### config.mk
export PLATFORM = sky130hd
export DESIGN_NAME = aging_page_replacement_core
export DESIGN_NICKNAME = d
export VERILOG_FILES = /design/src/rtl/apr_pkg.sv /design/src/rtl/apr_ctrl.sv /design/src/rtl/apr_datapath.sv /design/src/rtl/aging_page_replacement_core.sv
export SDC_FILE = /design/constraint.sdc
export NUM_CORES = 2
export LEC_CHECK = 0
export ABC_CLOCK_PERIOD_IN_PS = 7100
export BUFFER_PORTS_ARGS = -buffer_cell sky130_fd_sc_hd__buf_2
export CORE_AREA = 2 2 213 373
export DETAILED_ROUTE_END_ITERATION = 10
export DIE_AREA = 0 0 215 375
export PLACE_DENSITY_LB_ADDON = 0.2
export SLEW_MARGIN = 15
export SYNTH_ARGS = -nofsm -noshare
export SYNTH_HDL_FRONTEND = slang
export SYNTH_SLANG_ARGS = --single-unit
export TNS_END_PERCENT = 100
### constraint.sdc
create_clock -name clk -period 7.1 [get_ports clk]
set_clock_uncertainty 0.1 [all_clocks]
set_input_delay 1.065 -clock clk [delete_from_list [all_inputs] [get_ports clk]]
set_output_delay 1.065 -clock clk [all_outputs]
set_load 0.02 [all_outputs]
### src/rtl/apr_pkg.sv
package apr_pkg;

    localparam int MAX_FRAMES = 16;
    localparam int MAX_PAGES  = 64;
    localparam int AGE_BITS   = 9;

    localparam int FRAME_W = $clog2(MAX_FRAMES);
    localparam int PAGE_W  = $clog2(MAX_PAGES);
    localparam int CNT_W   = 16;
    localparam int NFR_W   = 5;
    localparam int NPG_W   = 7;

    // Register indexes on the configuration port.
    localparam logic REG_FRAMES_IN_USE = 1'b0;
    localparam logic REG_PAGES_IN_USE  = 1'b1;

    localparam logic [NFR_W-1:0] FRAMES_RESET = NFR_W'(MAX_FRAMES);
    localparam logic [NPG_W-1:0] PAGES_RESET  = NPG_W'(MAX_PAGES);

    typedef struct packed {
        logic [PAGE_W-1:0] page;
        logic              last_ref;
    } ref_t;

    typedef struct packed {
        logic               fault;
        logic [FRAME_W-1:0] frame_index;
        logic               evicted_valid;
        logic [PAGE_W-1:0]  evicted_page;
        logic [CNT_W-1:0]   fault_total;
        logic               bad_page;
    } res_t;

    // Commands from the controller to the datapath.
    typedef struct packed {
        logic load;
        logic scan_start;
        logic scan_step;
        logic commit;
    } cmd_t;

    // Status from the datapath back to the controller.
    typedef struct packed {
        logic bad;
        logic hit;
        logic scan_done;
        logic out_free;
    } stat_t;

endpackage

### src/rtl/apr_ctrl.sv
module apr_ctrl (
    input  logic          clk,
    input  logic          rst_n,
    input  logic          ref_valid,
    input  apr_pkg::stat_t stat,
    output apr_pkg::cmd_t  cmd,
    output logic          idle
);
    import apr_pkg::*;

    localparam logic [1:0] ST_IDLE = 2'd0;
    localparam logic [1:0] ST_LOOK = 2'd1;
    localparam logic [1:0] ST_SCAN = 2'd2;
    localparam logic [1:0] ST_DONE = 2'd3;

    logic [1:0] state_reg;
    logic [1:0] state_next;

    always_comb
    begin
        state_next     = state_reg;
        cmd            = '0;
        idle           = 1'b0;
        case (state_reg)
            ST_IDLE:
            begin
                idle = 1'b1;
                if (ref_valid)
                begin
                    cmd.load   = 1'b1;
                    state_next = ST_LOOK;
                end
            end
            ST_LOOK:
            begin
                if (stat.bad || stat.hit)
                begin
                    state_next = ST_DONE;
                end
                else
                begin
                    cmd.scan_start = 1'b1;
                    state_next     = ST_SCAN;
                end
            end
            ST_SCAN:
            begin
                cmd.scan_step = 1'b1;
                if (stat.scan_done)
                begin
                    state_next = ST_DONE;
                end
            end
            ST_DONE:
            begin
                if (stat.out_free)
                begin
                    cmd.commit = 1'b1;
                    state_next = ST_IDLE;
                end
            end
            default:
            begin
                state_next = ST_IDLE;
            end
        endcase
    end

    always_ff @(posedge clk or negedge rst_n)
    begin
        if (!rst_n)
        begin
            state_reg <= ST_IDLE;
        end
        else
        begin
            state_reg <= state_next;
        end
    end

endmodule

### src/rtl/apr_datapath.sv
module apr_datapath (
    input  logic                       clk,
    input  logic                       rst_n,
    input  apr_pkg::cmd_t              cmd,
    output apr_pkg::stat_t             stat,
    input  apr_pkg::ref_t              ref_data,
    input  logic [apr_pkg::NFR_W-1:0]  frames_in_use,
    input  logic [apr_pkg::NPG_W-1:0]  pages_in_use,
    output logic                       res_valid,
    input  logic                       res_stall,
    output apr_pkg::res_t              res_data
);
    import apr_pkg::*;

    // Latched item.
    logic [PAGE_W-1:0]  page_reg;
    logic               last_reg;

    // Frame side: owner has no reset, occupancy is cleared.
    logic [PAGE_W-1:0]  owner_reg [MAX_FRAMES];
    logic [MAX_FRAMES-1:0] occupied_reg;

    // Page side: location memory with a valid bit per page.
    logic [FRAME_W-1:0] loc_mem [MAX_PAGES];
    logic [FRAME_W-1:0] loc_rdata_reg;
    logic [MAX_PAGES-1:0] loc_valid_reg;

    logic [AGE_BITS-1:0] age_reg [MAX_PAGES];
    logic [CNT_W-1:0]    count_reg;

    // Victim search.
    logic [FRAME_W-1:0]  scan_reg;
    logic [FRAME_W-1:0]  victim_reg;
    logic [AGE_BITS-1:0] best_age_reg;
    logic [PAGE_W-1:0]   best_owner_reg;
    logic                have_best_reg;
    logic                found_empty_reg;

    logic                res_valid_reg;
    res_t                res_reg;

    logic [FRAME_W-1:0]  last_frame;
    logic [NPG_W-1:0]    npages;
    logic [PAGE_W-1:0]   scan_owner;
    logic [AGE_BITS-1:0] scan_age;
    logic                scan_better;
    logic                miss;
    logic                evict;
    logic [CNT_W-1:0]    count_next;
    res_t                res_next;

    // Effective register values after clamping to the legal range.
    always_comb
    begin
        if (frames_in_use == '0)
        begin
            last_frame = '0;
        end
        else if (frames_in_use >= NFR_W'(MAX_FRAMES))
        begin
            last_frame = FRAME_W'(MAX_FRAMES - 1);
        end
        else
        begin
            last_frame = FRAME_W'(frames_in_use - 1'b1);
        end

        if (pages_in_use == '0)
        begin
            npages = NPG_W'(1);
        end
        else if (pages_in_use > NPG_W'(MAX_PAGES))
        begin
            npages = NPG_W'(MAX_PAGES);
        end
        else
        begin
            npages = pages_in_use;
        end
    end

    assign scan_owner  = owner_reg[scan_reg];
    assign scan_age    = age_reg[scan_owner];
    assign scan_better = !have_best_reg || (scan_age < best_age_reg);

    assign stat.bad       = {1'b0, page_reg} >= npages;
    assign stat.hit       = loc_valid_reg[page_reg];
    assign stat.scan_done = !occupied_reg[scan_reg] || (scan_reg == last_frame);
    assign stat.out_free  = !res_valid_reg || !res_stall;

    assign miss  = !stat.bad && !stat.hit;
    assign evict = miss && !found_empty_reg;

    assign count_next = (miss && (count_reg != '1)) ? count_reg + 1'b1 : count_reg;

    always_comb
    begin
        res_next               = '0;
        res_next.fault_total   = count_next;
        res_next.bad_page      = stat.bad;
        if (!stat.bad)
        begin
            res_next.fault       = miss;
            res_next.frame_index = stat.hit ? loc_rdata_reg : victim_reg;
            if (evict)
            begin
                res_next.evicted_valid = 1'b1;
                res_next.evicted_page  = best_owner_reg;
            end
        end
    end

    // Item latch and registered read of the page location.
    always_ff @(posedge clk)
    begin
        if (cmd.load)
        begin
            page_reg      <= ref_data.page;
            last_reg      <= ref_data.last_ref;
            loc_rdata_reg <= loc_mem[ref_data.page];
        end
        if (cmd.commit && miss)
        begin
            loc_mem[page_reg]   <= victim_reg;
            owner_reg[victim_reg] <= page_reg;
        end
    end

    // Victim search registers; the earliest frame wins on equal ages.
    always_ff @(posedge clk)
    begin
        if (cmd.scan_start)
        begin
            scan_reg        <= '0;
            have_best_reg   <= 1'b0;
            found_empty_reg <= 1'b0;
        end
        else if (cmd.scan_step)
        begin
            scan_reg <= scan_reg + 1'b1;
            if (!occupied_reg[scan_reg])
            begin
                found_empty_reg <= 1'b1;
                victim_reg      <= scan_reg;
            end
            else if (scan_better)
            begin
                have_best_reg  <= 1'b1;
                best_age_reg   <= scan_age;
                best_owner_reg <= scan_owner;
                victim_reg     <= scan_reg;
            end
        end
    end

    // Mapping state, ages and the fault count; a last reference clears them.
    always_ff @(posedge clk or negedge rst_n)
    begin
        if (!rst_n)
        begin
            occupied_reg  <= '0;
            loc_valid_reg <= '0;
            count_reg     <= '0;
            for (int k = 0; k < MAX_PAGES; k++)
            begin
                age_reg[k] <= '0;
            end
        end
        else if (cmd.commit)
        begin
            if (last_reg)
            begin
                occupied_reg  <= '0;
                loc_valid_reg <= '0;
                count_reg     <= '0;
                for (int k = 0; k < MAX_PAGES; k++)
                begin
                    age_reg[k] <= '0;
                end
            end
            else
            begin
                count_reg <= count_next;
                if (miss)
                begin
                    occupied_reg[victim_reg] <= 1'b1;
                    if (evict)
                    begin
                        loc_valid_reg[best_owner_reg] <= 1'b0;
                    end
                    loc_valid_reg[page_reg] <= 1'b1;
                end
                if (!stat.bad)
                begin
                    for (int k = 0; k < MAX_PAGES; k++)
                    begin
                        age_reg[k] <= {(PAGE_W'(k) == page_reg), age_reg[k][AGE_BITS-1:1]};
                    end
                end
            end
        end
    end

    // Output register.
    always_ff @(posedge clk or negedge rst_n)
    begin
        if (!rst_n)
        begin
            res_valid_reg <= 1'b0;
        end
        else if (cmd.commit)
        begin
            res_valid_reg <= 1'b1;
        end
        else if (!res_stall)
        begin
            res_valid_reg <= 1'b0;
        end
    end

    always_ff @(posedge clk)
    begin
        if (cmd.commit)
        begin
            res_reg <= res_next;
        end
    end

    assign res_valid = res_valid_reg;
    assign res_data  = res_reg;

    // A result is only written into a free output register.
    a_commit_free: assert property (@(posedge clk) disable iff (!rst_n)
        cmd.commit |-> (!res_valid_reg || !res_stall))
        else $error("result written over a pending beat");

    // An eviction only happens on a fault, and never on a rejected page.
    a_evict_fault: assert property (@(posedge clk) disable iff (!rst_n)
        (res_valid_reg && res_reg.evicted_valid) |-> (res_reg.fault && !res_reg.bad_page))
        else $error("eviction without a fault");

    // The fault count only drops when a last reference clears the state.
    a_count_clear: assert property (@(posedge clk) disable iff (!rst_n)
        (count_reg < $past(count_reg)) |-> ($past(cmd.commit) && $past(last_reg)))
        else $error("fault count dropped without a clear");

    // An evicting search always ends on an occupied frame.
    a_evict_occ: assert property (@(posedge clk) disable iff (!rst_n)
        (cmd.commit && evict && !last_reg) |-> occupied_reg[victim_reg])
        else $error("eviction from an empty frame");

endmodule

### src/rtl/aging_page_replacement_core.sv
// Aging page replacement core (an LRU approximation over page frames).
// Reference beats enter on ref_valid/ref_data (page, last_ref) and are taken
// at an edge where ref_valid is high and ref_stall is low. Each reference
// produces exactly one result beat on res_valid/res_data: fault flag, frame
// used, evicted page, running fault count and a bad-page flag.
// A hit or a rejected page goes from the lookup straight to the result.
// A miss adds a victim search that visits one frame per cycle, stopping at
// the first empty frame or at the last frame in use. The frame scan sets
// the rate; one reference is in work at a time, and the core takes the next
// one in the cycle after its result is written. If the receiver stalls, the
// result beat holds in the output register; the next reference is still
// accepted and searched, and waits to be written until the pending beat is
// taken.
// Reset empties every frame, marks all pages non-resident, clears all ages
// and the fault count, and sets frames_in_use to 16 and pages_in_use to 64.
// A reference with last_ref set clears the frames, residency, ages and the
// fault count after its result. Configuration goes through the APB port
// (frames_in_use at 0x0, pages_in_use at 0x4); the user must write it only
// while the core is idle, and the core itself does not enforce this.
module aging_page_replacement_core (
    input  logic                clk,
    input  logic                rst_n,
    input  logic                ref_valid,
    output logic                ref_stall,
    input  apr_pkg::ref_t       ref_data,
    output logic                res_valid,
    input  logic                res_stall,
    output apr_pkg::res_t       res_data,
    input  logic                psel,
    input  logic                penable,
    input  logic                pwrite,
    input  logic [2:0]          paddr,
    input  logic [31:0]         pwdata,
    output logic [31:0]         prdata,
    output logic                pready
);
    import apr_pkg::*;

    logic [NFR_W-1:0] frames_reg;
    logic [NPG_W-1:0] pages_reg;
    logic             reg_sel;
    logic             cfg_write;

    cmd_t  cmd;
    stat_t stat;
    logic  idle;

    // The register index is the word address; byte lanes are ignored.
    assign reg_sel   = paddr[2];
    assign pready    = 1'b1;
    assign cfg_write = psel && penable && pwrite && pready;

    always_ff @(posedge clk or negedge rst_n)
    begin
        if (!rst_n)
        begin
            frames_reg <= FRAMES_RESET;
            pages_reg  <= PAGES_RESET;
        end
        else if (cfg_write)
        begin
            if (reg_sel == REG_FRAMES_IN_USE)
            begin
                frames_reg <= pwdata[NFR_W-1:0];
            end
            else
            begin
                pages_reg <= pwdata[NPG_W-1:0];
            end
        end
    end

    // Reads return the stored register value, zero extended.
    always_comb
    begin
        if (reg_sel == REG_FRAMES_IN_USE)
        begin
            prdata = {{(32-NFR_W){1'b0}}, frames_reg};
        end
        else
        begin
            prdata = {{(32-NPG_W){1'b0}}, pages_reg};
        end
    end

    // The controller only takes a new reference while it is idle.
    assign ref_stall = !idle;

    apr_ctrl u_ctrl (
        .clk       (clk),
        .rst_n     (rst_n),
        .ref_valid (ref_valid),
        .stat      (stat),
        .cmd       (cmd),
        .idle      (idle)
    );

    apr_datapath u_datapath (
        .clk           (clk),
        .rst_n         (rst_n),
        .cmd           (cmd),
        .stat          (stat),
        .ref_data      (ref_data),
        .frames_in_use (frames_reg),
        .pages_in_use  (pages_reg),
        .res_valid     (res_valid),
        .res_stall     (res_stall),
        .res_data      (res_data)
    );

endmodule
# ---- After elaboration in Yosys (flattened, before gate mapping)
# Memory sizes are Yosys's and may differ from the RTL's. A register that Yosys moved wholly into a read port is not among the register bits.
# Index checks and enable logic that the tools add are counted.
# Widths: inputs -> output; s select.
dict set report word_totals {
  reg_bits 748
  latchBits 0
  ramBits 352
  rom_bits 0
  in_bits 49
  memories 2
}
dict set report classes {
  addsub 3
  multipliers 0
  n_div 0
  magnitude_cmp 12
  eq_ne 74
  shifts 0
  n_mux 53
  bitwise_logic 9
  reduce_logical 36
}
# memory words word_bits rd rd_ports_with_merged_regs write_ports line
set memory_table {}
lappend memory_table {u_datapath.loc_mem 64 4 1 1 1 apr_datapath.sv:24} ;# logic [FRAME_W-1:0] loc_mem [MAX_PAGES];
lappend memory_table {u_datapath.owner_reg 16 6 1 1 1 apr_datapath.sv:20} ;# logic [PAGE_W-1:0] owner_reg [MAX_FRAMES];
# cell count
set op_table {}
lappend op_table {{$mux 576} 2}
lappend op_table {{$mux 64} 6}
lappend op_table {{$eq 6x6->1 const A} 32}
lappend op_table {{$eq 5x6->1 const A} 16}
lappend op_table {{$and 64x64->64} 1}
lappend op_table {{$mux 16} 4}
lappend op_table {{$not 64->64} 1}
lappend op_table {{$or 64x64->64} 1}
lappend op_table {{$bmux 9 s6} 1}
lappend op_table {{$eq 4x6->1 const A} 8}
lappend op_table {{$mux 4} 7}
lappend op_table {{$mux 7} 4}
lappend op_table {{$eq 3x6->1 const A} 4}
lappend op_table {{$mux 1} 18}
lappend op_table {{$mux 9} 2}
lappend op_table {{$add 16x1->16 const B} 1}
lappend op_table {{$ne 16x16->1 const B} 1}
lappend op_table {{$or 16x16->16} 1}
lappend op_table {{$lt 6x7->1 const B} 2}
lappend op_table {{$demux 1 s6} 2}
lappend op_table {{$eq 2x6->1 const A} 2}
lappend op_table {{$ge 6x1->1 const B} 2}
lappend op_table {{$lt 4x5->1 const B} 2}
lappend op_table {{$reduce_and 2->1} 5}
lappend op_table {{other kinds (32)} 62}

# ---- Logic depth before layout (Yosys ltp)
dict set report logic_depth {
  depth_word 14
  depth_mapped 24
}

# ---- Hierarchy
# Synthesis repeated with hierarchy kept, for this count alone.
dict set report hier_totals {
  hier_cells 3953
  hier_area_um2 48793.0
}
# mod n_inst cells_per_inst area_per_inst_um2 seq_area_each_um2
set by_module_without_submodules {}
lappend by_module_without_submodules {apr_datapath 1 3870 47813.4 29383.2}
lappend by_module_without_submodules {aging_page_replacement_core 1 63 772.0 302.8}
lappend by_module_without_submodules {apr_ctrl 1 20 207.7 50.0}

# ---- Worst setup path before layout
# OpenSTA, ideal clock, no wires.
dict set report synth_timing {
  path_kind {reg2reg}
  start {reg with a tool-made name}
  end {reg u_datapath.best_age_reg[0], enable pin}
  setup_ns 0.392
  arrival_ns 4.913
  path_slack_ns 1.696
  path_stages_with_launch 23
  n_path_buf 6
  period_less_slack_ns 5.404
  path_cell_list {dfxtp_1 > buf_2 > buf_4 > mux4_2 > mux4_2 > buf_2 > buf_2 > clkbuf_1 > buf_2 > mux2i_1 > a211oi_1 > a21oi_1 > a21oi_1 > nand2_1 > a31oi_1 > ha_1 > a21o_1 > a21o_1 > a21oi_1 > o21ai_0 > nand2_1 > nand2_1 > a21oi_1}
}
# item line
set synth_lines {}
lappend synth_lines {{end signal, assigned} apr_datapath.sv:149} ;# best_age_reg <= scan_age;
lappend synth_lines {{end, declared} apr_datapath.sv:34} ;# logic [AGE_BITS-1:0] best_age_reg;

==> impl_results.md <==
- Synth Cell Area: 0.0486 mm^2
- Number of warnings printed during yosys synthesis: 0
- Crit path max-delay cell type: sky130_fd_sc_hd__mux4_4
- Seq cells post-synth: 1108
- First-pass GRT wire length: 192 mm
- Most frequently used flop master after synthesis: sky130_fd_sc_hd__dfrtp_1
- Final instance area: 0.0530 mm^2
- Sort of element at the start of the critical path: register
- Die X: 215 um
- Number of core rows: 136
- H-Tree Depth: 3
- Power per standard cell area: 360 mW/mm^2
- Cells taking the most area after synthesis: sky130_fd_sc_hd__dfrtp_1 35%, sky130_fd_sc_hd__edfxtp_1 25%, sky130_fd_sc_hd__a22o_1 9.3%, sky130_fd_sc_hd__mux4_2 6.3%, sky130_fd_sc_hd__mux2i_1 3.7%
- Max_slew headroom: 21.1%
- DRT iter0 DRCs: 3051
- Worst Reg2Reg Path Length in Cells: 19
- EDFF count, synth: 411
- Antenna violations before repair: 1
- Fmax achieved: 0.162 GHz
- Crit path max fanout: 30
- GRT Overall Usage: 30.9%
- Mapped Avg Cell Area: 13.2 um^2
- Setup TNS: 0 ps
- First-pass iteration count of the detailed router: 6
- Critical path data required time: 7410 ps
- DRT Wirelength: 123 mm
- Placeable core area: 0.0779 mm^2
- Number of maximum-capacitance violations: 0
- End point of the critical path: u_datapath.victim_reg[2]
- Total instance count after detailed placement: 4547
- FF-to-FF End: u_datapath.victim_reg[2]
- Top post-synthesis cells by count: 685 x sky130_fd_sc_hd__dfrtp_1, 514 x sky130_fd_sc_hd__a22o_1, 411 x sky130_fd_sc_hd__edfxtp_1
- Gate count after technology mapping: 3672
- Worst reg2reg setup slack: 920 ps
- Setup repair after global routing missed its margin: false
- Stage delay of the slowest cell on the critical path: 850 ps
- Share of Yosys cell area claimed by the top area cell type: 35.3%
- Number of endpoints with negative hold slack in the final report: 0
- Sink Count: 1108
- Category of the most critical setup path: reg -> reg
- Buffer levels on the longest clock path: 3
- Total Die Area: 0.0806 mm^2
- Half-perimeter wire length of the detailed placement result: 82.3 mm
- Register area share after synthesis: 61.2%
- Remaining global-route overflow: 0
- IR drop worst, VDD: 0.314 mV
- Antenna diode instance count: 0
- Total setup violations reported at the end of the flow: 0
- Top Ports: 113
- Final worst path period share: 87.1%
- Number of vias per cell: 6.81
- Clock buffer count from CTS: 95
- Net count, final: 3681
- Vertical die dimension: 375 um
- TritonCTS clock tree: done
- Weighted congestion reported at the end of routability-driven placement: 1.01
- Fill cell count: 5540
- Cell-by-cell trace of the critical path: mux4_2, mux4_4, buf_4, and2_1, a211oi_1, a211oi_1, a311oi_1, a21oi_1, a211oi_1, a31oi_1, ha_1, a21o_1, a21o_1, a21oi_1, o21ai_0, nand2_1, o211ai_1, a31oi_1, buf_4
- Cell with the most instances on the worst path: sky130_fd_sc_hd__a211oi_1
- Initial core utilization: 62.4%
- Type of the most critical hold path: in -> async
- Total via count after detailed routing: 32139
- Number of remaining DRC errors: 0
- Share of synthesized registers carrying an async set or reset: 62.0%
- Port bufs: 59
- Measured slew at the worst slew-check pin: 1180 ps
- Number of library cell types mapped by synthesis: 66
- Static leakage: 21.6 nW
- Share of final-layout standard cells stronger than drive strength 1: 13.4%
- Top-count cell post-synth: sky130_fd_sc_hd__dfrtp_1
- Max reg flops: 576
- Number of buffers added for setup after CTS: 0
- Post-cts sizing count: 0
- Register clock-pin slew on the reported worst setup and hold paths: 60 ps
- Worst-Skew Late Latency: 700 ps
- Post-CTS Hold Fix Bufs: 0
- Leading area contributor after synthesis: sky130_fd_sc_hd__dfrtp_1
- Final-layout worst hold slack: 263 ps
- Finished Core Util: 67.9%
- Largest net degree at the start of global routing: 241
- Final critical-path required period: 6180 ps
- Nature of the critical path endpoint: register
- Per-cell routed wire length: 26.2 um
- Library cell used as clock root buffer: sky130_fd_sc_hd__clkbuf_16
- Final Max Slew Viols: 0
- Syn-to-layout area delta: 8.95%
- Count of non-filler cells in the finished layout: 4718
- Residual antenna-violating net count after detailed routing: 0
- Worst endpoint data arrival time: 6490 ps
- Number of global-route vias before repair: 32928
- Status: complete, no violations
- Placed cell area: 0.0498 mm^2
-- cells by family (layout without fill, tap and decap cells) --
| family | count (synthesis) | count (layout) | share of synthesized area (%) |
|---|---|---|---|
| mux | 337 | 337 | 10.5 |
| other cells | 2 | 26 | 0.0155 |
| fa+ha+maj | 23 | 23 | 0.592 |
| flops | 1108 | 1108 | 61.2 |
| buf+inv | 383 | 370 | 3.44 |
| compound gates | 1221 | 1221 | 18.4 |
| xor+xnor | 19 | 19 | 0.342 |
| simple gates | 579 | 579 | 5.52 |
-- metal layers --
metal / track usage (%) / up-vias / wire length (um)
li1: - / 13974 / -
met1: 36.1 / 16455 / 44400
met2: 52.5 / 1298 / 62400
met3: 4.50 / 412 / 6670
met4: 22.1 / 0 / 10000
met5: 0 / - / 0
-- where the power goes --
part | internal, W | switching, W | total, W | leakage (nW)
combinational | 0.00197 | 0.00448 | 0.00645 | 6.76
sequential | 0.00713 | 0.000240 | 0.00737 | 13.4
clock | 0.00292 | 0.00231 | 0.00523 | 1.53
-- critical path, delay by kind of cell (launching register included) --
| kind | cells | cell delay [ps] |
|---|---|---|
| buf+inv | 2 | 530 |
| compound gates | 12 | 2540 |
| mux | 2 | 1290 |
| simple gates | 2 | 380 |
| fa+ha+maj | 1 | 240 |
| flops | 1 | 810 |
-- worst min-delay path by stage --
| stage | startpoint | to | slack, ps |
|---|---|---|---|
| detailed placement | u_datapath.occupied_reg[14] | u_datapath.occupied_reg[14] | 380 |
| finish | rst_n | u_datapath.age_reg[27] | 260 |
| floorplan | u_datapath.scan_reg[2] | u_datapath.victim_reg[2] | 310 |
| global placement | u_datapath.occupied_reg[11] | u_datapath.occupied_reg[11] | 370 |
| global route | rst_n | u_datapath.age_reg[54] | 300 |
| CTS | rst_n | u_datapath.age_reg[18] | 280 |
-- metrics by stage --
step	total power [W]	setup slack [ps]
floorplan	0.0116	1700
global placement	0.0137	946
detailed placement	0.0139	949
CTS	0.0191	924
global route	0.0198	651
finish	0.0190	915
-- cell usage in the layout (no fill, tap or decap), drive strengths merged, types with 3 or more instances in the layout --
master and n:
a2111oi 3, a211o 8, a211oi 179, a21o 10
a21oi 109, a22o 514, a311oi 32, a31oi 82
and2 114, and3 10, and4 3, buf 172
bufinv 8, clkbuf 128, clkinv 29, conb 26
dfrtp 685, dfxtp 10, edfxtp 411, ha 23
inv 31, mux2 20, mux2i 181, mux4 136
nand2 260, nand2b 10, nand3 22, nand4 5
nor2 116, nor2b 6, nor3 17, nor3b 5
o211ai 5, o21a 17, o21ai 231, o22ai 3
o31ai 14, or3 4, xnor2 16, xor2 3
-- layout make-up --
class	instances	area [um^2]	area share, %
inverters	27	109	0.206
clock inverters	43	434	0.820
multi-input cells	2205	17400	32.8
clock buffers	128	2660	5.03
flip-flops and latches	1108	29700	56.2
well taps	1035	1290	2.45
repair buffers	172	1350	2.54
Note: power is estimated with default switching activity, not from simulation.
